==> src/rtl/yrds_pkg.sv <==
// constants, register indexes and the byte, size and step clamps for the yuv to rgb decimating scaler
// no dependencies
package yrds_pkg;

  localparam int unsigned MAX_DIM   = 4096;
  localparam int unsigned DIM_W     = 13;   // holds 0..MAX_DIM
  localparam int unsigned POS_W     = 12;   // holds 0..MAX_DIM-1
  localparam int unsigned STEP_W    = 5;
  localparam int unsigned PHASE_W   = 4;
  localparam int unsigned STEP_MAX  = 16;
  localparam int unsigned CFG_IDX_W = 3;
  localparam int unsigned SUM_W     = 26;

  // q2.14 coefficients
  localparam logic signed [SUM_W-1:0] C_RV = 26'sd22458;
  localparam logic signed [SUM_W-1:0] C_GV = 26'sd11436;
  localparam logic signed [SUM_W-1:0] C_GU = 26'sd5532;
  localparam logic signed [SUM_W-1:0] C_BU = 26'sd28384;

  localparam logic [DIM_W-1:0]  RST_FRAME_WIDTH  = 13'd1280;
  localparam logic [DIM_W-1:0]  RST_FRAME_HEIGHT = 13'd720;
  localparam logic [STEP_W-1:0] RST_STEP_X       = 5'd5;
  localparam logic [STEP_W-1:0] RST_STEP_Y       = 5'd5;
  localparam logic [DIM_W-1:0]  RST_OUT_WIDTH    = 13'd256;
  localparam logic [DIM_W-1:0]  RST_OUT_HEIGHT   = 13'd144;

  typedef enum logic [CFG_IDX_W-1:0] {
    REG_FRAME_WIDTH  = 3'd0,
    REG_FRAME_HEIGHT = 3'd1,
    REG_STEP_X       = 3'd2,
    REG_STEP_Y       = 3'd3,
    REG_OUT_WIDTH    = 3'd4,
    REG_OUT_HEIGHT   = 3'd5
  } reg_index_t;

  // negative gives 0, quotient above 255 gives 255
  function automatic logic [7:0] to_byte(input logic signed [SUM_W-1:0] sum);
    logic [7:0] res;
    if (sum[SUM_W-1]) begin
      res = 8'd0;
    end else if (sum[SUM_W-2:22] != '0) begin
      res = 8'hff;
    end else begin
      res = sum[21:14];
    end
    return res;
  endfunction

  // 0 acts as 1 unless zero_ok is set, above MAX_DIM acts as MAX_DIM
  function automatic logic [DIM_W-1:0] clamp_dim(input logic [DIM_W-1:0] v,
                                                 input logic zero_ok);
    logic [DIM_W-1:0] res;
    if (v == '0 && !zero_ok) begin
      res = DIM_W'(1);
    end else if (v > DIM_W'(MAX_DIM)) begin
      res = DIM_W'(MAX_DIM);
    end else begin
      res = v;
    end
    return res;
  endfunction

  function automatic logic [STEP_W-1:0] clamp_step(input logic [STEP_W-1:0] v);
    logic [STEP_W-1:0] res;
    if (v == '0) begin
      res = STEP_W'(1);
    end else if (v > STEP_W'(STEP_MAX)) begin
      res = STEP_W'(STEP_MAX);
    end else begin
      res = v;
    end
    return res;
  endfunction

endpackage

==> src/rtl/yuv_to_rgb_decimating_scaler_top.sv <==
// yuv to rgb conversion with nearest neighbor downscale: grid counters, color math, output
// depends on yrds_pkg
// an accepted pixel is registered in stage 1, then in the output register as its rgb word
// throughput: one pixel per cycle under no rgb stall; off-grid pixels take no output slot
// sync reset (rst high): registers return to their defaults, counters and stages clear
// config words are taken every cycle (cfg_ready stays high)
module yuv_to_rgb_decimating_scaler_top (
  input  logic                             clk,
  input  logic                             rst,
  input  logic                             cfg_valid,
  output logic                             cfg_ready,
  input  logic [yrds_pkg::CFG_IDX_W-1:0]   cfg_index,
  input  logic [yrds_pkg::DIM_W-1:0]       cfg_data,
  input  logic                             pix_valid,
  output logic                             pix_stall,
  input  logic [7:0]                       luma,
  input  logic [7:0]                       chroma_u,
  input  logic [7:0]                       chroma_v,
  output logic                             rgb_valid,
  input  logic                             rgb_stall,
  output logic [7:0]                       red,
  output logic [7:0]                       green,
  output logic [7:0]                       blue,
  output logic                             frame_end
);
  import yrds_pkg::*;

  // config registers
  logic [DIM_W-1:0]  frame_width, frame_height, out_width, out_height;
  logic [STEP_W-1:0] step_x, step_y;

  // grid counters
  logic [POS_W-1:0]   src_column, src_row;
  logic [PHASE_W-1:0] phase_x, phase_y;
  logic [DIM_W-1:0]   kept_column, kept_row;

  // stage 1: captured pixel
  logic       s1_valid, s1_last;
  logic [7:0] s1_y, s1_u, s1_v;

  logic [DIM_W-1:0]  fw, fh, ow, oh;
  logic [STEP_W-1:0] sx, sy;
  logic              pix_acc, s2_ready, s1_ready;
  logic              on_grid, keep, last_col, last_row, row_end, frame_done;
  logic [DIM_W:0]    col_plus_step, row_plus_step, kcol_inc, krow_inc;
  logic [DIM_W-1:0]  src_col_inc, src_row_inc;
  logic [STEP_W-1:0] phx_inc, phy_inc;

  logic signed [8:0]       d_s, e_s;
  logic signed [SUM_W-1:0] base, r_sum, g_sum, b_sum;

  assign cfg_ready = 1'b1;

  always_ff @(posedge clk) begin
    if (rst) begin
      frame_width  <= RST_FRAME_WIDTH;
      frame_height <= RST_FRAME_HEIGHT;
      step_x       <= RST_STEP_X;
      step_y       <= RST_STEP_Y;
      out_width    <= RST_OUT_WIDTH;
      out_height   <= RST_OUT_HEIGHT;
    end else if (cfg_valid && cfg_ready) begin
      case (cfg_index)
        REG_FRAME_WIDTH:  frame_width  <= cfg_data;
        REG_FRAME_HEIGHT: frame_height <= cfg_data;
        REG_STEP_X:       step_x       <= cfg_data[STEP_W-1:0];
        REG_STEP_Y:       step_y       <= cfg_data[STEP_W-1:0];
        REG_OUT_WIDTH:    out_width    <= cfg_data;
        REG_OUT_HEIGHT:   out_height   <= cfg_data;
        default: ;
      endcase
    end
  end

  assign fw = clamp_dim(frame_width, 1'b0);
  assign fh = clamp_dim(frame_height, 1'b0);
  assign ow = clamp_dim(out_width, 1'b1);
  assign oh = clamp_dim(out_height, 1'b1);
  assign sx = clamp_step(step_x);
  assign sy = clamp_step(step_y);

  // handshake: output register frees when empty or taken
  assign s2_ready  = !rgb_valid || !rgb_stall;
  assign s1_ready  = !s1_valid || s2_ready;
  assign pix_stall = !s1_ready;
  assign pix_acc   = pix_valid && !pix_stall;

  // grid decision for the current pixel
  assign on_grid = (phase_x == '0) && (phase_y == '0);
  assign keep    = on_grid && (kept_column < ow) && (kept_row < oh);

  assign kcol_inc      = {1'b0, kept_column} + (DIM_W+1)'(1);
  assign krow_inc      = {1'b0, kept_row} + (DIM_W+1)'(1);
  assign col_plus_step = (DIM_W+1)'(src_column) + (DIM_W+1)'(sx);
  assign row_plus_step = (DIM_W+1)'(src_row) + (DIM_W+1)'(sy);
  assign last_col      = (kcol_inc >= {1'b0, ow}) || (col_plus_step >= {1'b0, fw});
  assign last_row      = (krow_inc >= {1'b0, oh}) || (row_plus_step >= {1'b0, fh});

  assign src_col_inc = {1'b0, src_column} + DIM_W'(1);
  assign src_row_inc = {1'b0, src_row} + DIM_W'(1);
  assign phx_inc     = {1'b0, phase_x} + STEP_W'(1);
  assign phy_inc     = {1'b0, phase_y} + STEP_W'(1);
  assign row_end     = src_col_inc >= fw;
  assign frame_done  = src_row_inc >= fh;

  always_ff @(posedge clk) begin
    if (rst) begin
      src_column  <= '0;
      src_row     <= '0;
      phase_x     <= '0;
      phase_y     <= '0;
      kept_column <= '0;
      kept_row    <= '0;
    end else if (pix_acc) begin
      if (!row_end) begin
        src_column <= src_col_inc[POS_W-1:0];
        phase_x    <= (phx_inc >= sx) ? '0 : phx_inc[PHASE_W-1:0];
        if (on_grid && kept_column < ow) begin
          kept_column <= kcol_inc[DIM_W-1:0];
        end
      end else begin
        src_column  <= '0;
        phase_x     <= '0;
        kept_column <= '0;
        if (frame_done) begin
          src_row  <= '0;
          phase_y  <= '0;
          kept_row <= '0;
        end else begin
          if (phase_y == '0 && kept_row < oh) begin
            kept_row <= krow_inc[DIM_W-1:0];
          end
          src_row <= src_row_inc[POS_W-1:0];
          phase_y <= (phy_inc >= sy) ? '0 : phy_inc[PHASE_W-1:0];
        end
      end
    end
  end

  // stage 1: only kept pixels take a slot
  always_ff @(posedge clk) begin
    if (rst) begin
      s1_valid <= 1'b0;
    end else if (s1_ready) begin
      s1_valid <= pix_acc && keep;
    end
  end

  always_ff @(posedge clk) begin
    if (s1_ready && pix_acc) begin
      s1_y    <= luma;
      s1_u    <= chroma_u;
      s1_v    <= chroma_v;
      s1_last <= last_col && last_row;
    end
  end

  // color math on the captured pixel
  assign d_s   = $signed({1'b0, s1_v}) - 9'sd128;
  assign e_s   = $signed({1'b0, s1_u}) - 9'sd128;
  assign base  = $signed({4'b0, s1_y, 14'b0});
  assign r_sum = base + C_RV * SUM_W'(d_s);
  assign g_sum = base - C_GV * SUM_W'(d_s) - C_GU * SUM_W'(e_s);
  assign b_sum = base + C_BU * SUM_W'(e_s);

  always_ff @(posedge clk) begin
    if (rst) begin
      rgb_valid <= 1'b0;
    end else if (s2_ready) begin
      rgb_valid <= s1_valid;
    end
  end

  always_ff @(posedge clk) begin
    if (s2_ready && s1_valid) begin
      red       <= to_byte(r_sum);
      green     <= to_byte(g_sum);
      blue      <= to_byte(b_sum);
      frame_end <= s1_last;
    end
  end

`ifndef SYNTHESIS
  // a pixel off the grid never reaches the first stage
  a_drop_off_grid: assert property (@(posedge clk) disable iff (rst)
    (pix_acc && !on_grid) |=> !s1_valid)
    else $error("off-grid pixel entered the pipeline");

  // a blocked first stage keeps its word
  a_s1_hold: assert property (@(posedge clk) disable iff (rst)
    (s1_valid && !s2_ready) |=> (s1_valid && $stable(s1_y) && $stable(s1_last)))
    else $error("first stage lost a word under stall");

  // kept counters never pass the largest output size
  a_kept_bound: assert property (@(posedge clk) disable iff (rst)
    (kept_column <= DIM_W'(MAX_DIM)) && (kept_row <= DIM_W'(MAX_DIM)))
    else $error("kept counter out of range");
`endif

endmodule

==> config.mk <==
export PLATFORM = sky130hd
export DESIGN_NAME = yuv_to_rgb_decimating_scaler_top
export DESIGN_NICKNAME = d
export VERILOG_FILES = /design/src/rtl/yrds_pkg.sv /design/src/rtl/yuv_to_rgb_decimating_scaler_top.sv
export SDC_FILE = /design/constraint.sdc
export NUM_CORES = 1
export LEC_CHECK = 0
export BUFFER_PORTS_ARGS = -buffer_cell sky130_fd_sc_hd__buf_4
export CORE_UTILIZATION = 55
export CTS_CLUSTER_DIAMETER = 40
export DETAILED_ROUTE_END_ITERATION = 7
export PLACE_DENSITY = 0.68
export SLEW_MARGIN = 5
export SYNTH_ARGS = -nofsm -noshare
export SYNTH_HDL_FRONTEND = slang
export SYNTH_SLANG_ARGS = --single-unit
==> constraint.sdc <==
create_clock -name clk -period 8.42 [get_ports clk]
set_clock_uncertainty 0.15 [all_clocks]
set_input_delay 1.684 -clock clk [delete_from_list [all_inputs] [get_ports clk]]
set_output_delay 1.684 -clock clk [all_outputs]
set_load 0.02 [all_outputs]
Yosys cells after proc, flatten, opt, wreduce, memory -nomap -nowiden
Index checks and enable logic that the tools add are counted.
Widths: inputs -> output; s select.
- $add $sub $neg: 14
- multiply operators: 4
- $lt $le $gt $ge: 16
- eq/ne operators: 5
- muxes and demuxes: 23
- reduce and logical (&&, ||, !) cells: 38
- operator list (operator ; count):
    $mux 13 ; 10
    $add 23x25->26 ; 2
    $ge 13x13->1 ; 4
    $gt 13x13->1 const B ; 4
    $add 13x1->14 const B ; 2
    $ge 14x13->1 ; 2
    $add 12x1->13 const B ; 2
    $add 12x5->13 ; 2
    $logic_not 13->1 ; 2
    $lt 13x13->1 ; 2
    $sub 25x23->26 ; 1
    $sub 23x24->25 ; 1
    $mul 15x9->24 const A ; 1
    $mux 12 ; 2
    $mux 8 ; 3
    $mul 13x9->22 const A ; 1
    $mul 12x9->21 const A ; 1
    $mul 11x9->20 const A ; 1
    $mux 5 ; 4
    $sub 8x8->9 const B ; 2
    $mux 4 ; 4
    $reduce_and 2->1 ; 8
    $add 4x1->5 const B ; 2
    $ge 5x5->1 ; 2
    other kinds (13) ; 35
- flip-flop bits (word level): 172
- input bits: 45
- output and inout bits: 28
- logic and storage cells: 122

Depth between registers and ports, before layout
- depth in word-level cells: 7
- depth in mapped cells: 32
- gate-level depth less buffers: 31

Worst setup path after synthesis
No wires, ideal clock.
- path type: reg2reg
- from: register s1_u[7]
- to: register green[6], data pin
- library setup time: 0.274 ns
- arrival: 6.867 ns
- data required time: 7.996 ns
- slack: 1.130 ns
- cell stages (with the launch flop): 31
- buffers on the path: 1
- clock period less this slack: 7.290 ns
- cell sequence: edfxtp_1 -> clkbuf_1 -> inv_1 -> ha_1 -> inv_1 -> ha_1 -> inv_1 -> fa_1 -> inv_1 -> fa_1 -> inv_1 -> fa_1 -> inv_1 -> ha_1 -> o21ai_1 -> a21oi_1 -> o21ai_1 -> a21oi_1 -> a21oi_1 -> xnor2_1 -> fa_1 -> inv_1 -> ha_1 -> or4_1 -> a221o_1 -> o22ai_1 -> o311a_1 -> o2bb2ai_1 -> xor2_1 -> a211oi_2 -> a21oi_1
- word-level cells in the longest chain between the ends: 5
- ends and longest elaborated chain (what ; line ; text):
    start, declared ; yuv_to_rgb_decimating_scaler_top.sv:39 ; logic [7:0] s1_y, s1_u, s1_v;
    start signal, assigned ; yuv_to_rgb_decimating_scaler_top.sv:152 ; s1_u <= chroma_u;
    $sub 8x8->9 (*) ; yuv_to_rgb_decimating_scaler_top.sv:160 ; assign e_s = $signed({1'b0, s1_u}) - 9'sd128;
    $mul 12x9->21 (*) ; yuv_to_rgb_decimating_scaler_top.sv:163 ; assign g_sum = base - C_GV * SUM_W'(d_s) - C_GU * SUM_W'(e_s);
    $sub 25x23->26 (*) ; yuv_to_rgb_decimating_scaler_top.sv:163 ;
    $reduce_bool 3->1 ; yrds_pkg.sv:41 ; end else if (sum[SUM_W-2:22] != '0) begin
    $mux 8 ; yrds_pkg.sv:41 ;
    end signal, assigned ; yuv_to_rgb_decimating_scaler_top.sv:177 ; green <= to_byte(g_sum);
    end, declared ; yuv_to_rgb_decimating_scaler_top.sv:22 ; output logic [7:0] green,
Every way passes the cells marked *; elsewhere a longest branch is shown, timed or not.
A chain may end at the register's enable or synchronous reset.

Worst setup path after layout
- from: register s1_v[1]
- to: register red[5], data pin
- word-level cells in the longest chain between the ends: 5
- ends and longest elaborated chain (what ; line ; text):
    start, declared ; yuv_to_rgb_decimating_scaler_top.sv:39 ;
    start signal, assigned ; yuv_to_rgb_decimating_scaler_top.sv:153 ; s1_v <= chroma_v;
    $sub 8x8->9 (*) ; yuv_to_rgb_decimating_scaler_top.sv:159 ; assign d_s = $signed({1'b0, s1_v}) - 9'sd128;
    $mul 15x9->24 (*) ; yuv_to_rgb_decimating_scaler_top.sv:162 ; assign r_sum = base + C_RV * SUM_W'(d_s);
    $add 23x25->26 (*) ; yuv_to_rgb_decimating_scaler_top.sv:162 ;
    $reduce_bool 3->1 ; yrds_pkg.sv:41 ;
    $mux 8 ; yrds_pkg.sv:41 ;
    end signal, assigned ; yuv_to_rgb_decimating_scaler_top.sv:176 ; red <= to_byte(r_sum);
    end, declared ; yuv_to_rgb_decimating_scaler_top.sv:21 ; output logic [7:0] red,
Marked as above.

==> results.cfg <==
[routing]
vias = 15600
vias_per_cell = 5.62
dr.pass1.iters = 5
drc_errors = 0
routed_wl_um = 45600
drtIter0Drc = 794
ant_nets = 0
avgRoutedWirePerCell_um = 16.4

[clock_network]
post_cts_buffers = 0
numClockSinks = 172
clock_latency_ps = 450
root_buffer = clkbuf_16
clkSlewWorstSetupHoldPaths_ps = 80
tritoncts = yes
cts_max_level = 4
ctsLongestPathBuffers = 2
cts-buffers-inserted = 17
holdBufCountCts = 0
post_cts_resized = 0

[cells_and_area]
syn_to_final_growth_pct = 8.16
final_area_um2 = 21400
utilization = 0.602
nets = 2863
stdcell_count = 2775
diodes = 0
drive_gt1_frac = 0.0661

[setup_path]
start_kind = flop
path_class = reg2reg
critPathArrivalTime_ps = 7920
crit_buf_inv = 4
crit_top_cell = fa_1
critPathRequiredTime_ps = 8480
cp-end-kind = flop
path_delay_family = adder cells
cp_slowest_stage_delay_ps = 600
critPathSlowestCell = fa_1
path_max_fanout = 8

[floorplan]
die_area_um2 = 36700
die_width_um = 191
num_rows = 69
start_util = 0.556
coreArea_um2 = 35500
die_h_um = 191
ioPinCount = 73

[yosys]
ys_types = 84
synth.avg_cell_area_um2 = 8.79
synthesis.nets = 2808
synth-seq-area-share = 0.200
netlist_instances = 2246
ys_seq_elements = 172
synth.most_common_cell = ha_1
async_flop_share = 0
synthesis.area_um2 = 19700
synthTopCellsByCount = ha_1, inv_1, nand2_1
synth_top_area_cell = ha_1
ys_top_cells_by_area = ha_1, dfxtp_1, fa_1, edfxtp_1, inv_1
synthFlopType = dfxtp_1
synth-edff-count = 50
yosys_warnings = 0
synth_top_area_frac = 0.255

[global_route]
grt_antenna_before_repair = 0
grt_max_degree = 67
grt_usage = 0.260
grt_pass1_vias = 15500
grt-ovfl-total = 0
grt_pass1_wl_um = 75900

[sta]
rsz0062_at_grt = false
setup_slack_ps = 558
period_share = 0.934
holdWs_ps = 275
hold_violations = 0
fmax_mhz = 127
drv_slew = 0
tns_ps = 0
min_period_ps = 7860
max_slew.worst_pin.slew_ps = 1140
max-slew-margin-rel = 0.237
final-setup-viol-count = 0

[placed_design]
dpl_cell_area_um2 = 20800
dp_cells = 2743
dp_hpwl_um = 36900
io_buffers = 71
place_ws_ps = 553
gp_congestion = 0.888

[pwr]
p_total_mw = 7.14
p_per_area_nw_per_um2 = 334
ir_drop_uv = 448
p_leak_nw = 10.4

[run_status]
outcome = finished, final reports clean

[flow_run]
cap_violations = 0

[min_path]
hold_class = reg2reg
[state kept, by name, indices dropped and copies added, names as in the netlist, 8 cells and up]
| name | count |
|---|---|
| frame_height | 13 |
| frame_width | 13 |
| kept_column | 13 |
| kept_row | 13 |
| out_height | 13 |
| out_width | 13 |
| src_column | 12 |
| src_row | 12 |
| blue | 8 |
| green | 8 |
| red | 8 |
| s1_u | 8 |
| s1_v | 8 |
| s1_y | 8 |
[placed cells by master, fill, tap and decap left out, types with 20 or more instances in the layout]
| cell type | n |
|---|---|
| o21a_1 | 39 |
| dfxtp_1 | 122 |
| a21oi_1 | 153 |
| ha_1 | 402 |
| a21o_1 | 35 |
| and3_1 | 20 |
| buf_4 | 84 |
| nor3_1 | 36 |
| nand2_1 | 250 |
| xnor2_1 | 75 |
| nor2_1 | 109 |
| nand3_1 | 68 |
| fa_1 | 115 |
| inv_1 | 308 |
| xor2_1 | 54 |
| o21ai_0 | 39 |
| o21ai_1 | 32 |
| edfxtp_1 | 50 |
| nand2b_1 | 23 |
| nor2b_1 | 39 |
[worst paths after layout]
path	cells after the start	slack, ps	start	to
worst max-delay path	27	560	s1_v[1]	red[5]
worst min-delay path	0	280	s1_last	frame_end
worst max register to register	27	560	s1_v[1]	red[5]
worst min register to register	0	280	s1_last	frame_end
[power breakdown]
part | switching, mW | total, mW | internal (mW) | leakage [nW]
sequential | 0.0410 | 1.03 | 0.985 | 1.46
clock | 0.405 | 0.810 | 0.405 | 0.292
combinational | 3.01 | 5.31 | 2.30 | 8.61
[area by class of cell]
class | count | area, µm²
flip-flops and latches | 172 | 3940
clock inverters | 14 | 148
multi-input cells | 1717 | 14500
repair buffers | 84 | 631
fillers | 3178 | 14100
clock buffers | 18 | 439
inverters | 309 | 1160
well taps | 461 | 577
[logic make-up after synthesis]
family,synth area share
AO/OA/AOI/OAI,0.148
flip-flops,0.200
other,0.000190
adder cells (fa/ha/maj),0.371
multiplexers,0.00976
buffers and inverters,0.0686
XOR/XNOR,0.0572
AND/OR/NAND/NOR,0.145
[routing by layer]
| metal | global-route usage | up-vias | routed length, µm |
|---|---|---|---|
| li1 | - | 7838 | - |
| met1 | 0.325 | 7432 | 20300 |
| met2 | 0.454 | 275 | 22300 |
| met3 | 0.0310 | 63 | 1440 |
| met4 | 0.102 | 0 | 1600 |
| met5 | 0 | - | 0 |
[worst reg2reg max path: cells and delay by family, from the launching register on]
kind / cells / cell delay (ps)
compound gates: 10 / 2350
fa+ha+maj: 8 / 3500
buf+inv: 4 / 240
flops: 1 / 570
simple gates: 5 / 790
No activity file was read; power rests on OpenSTA's default activity.
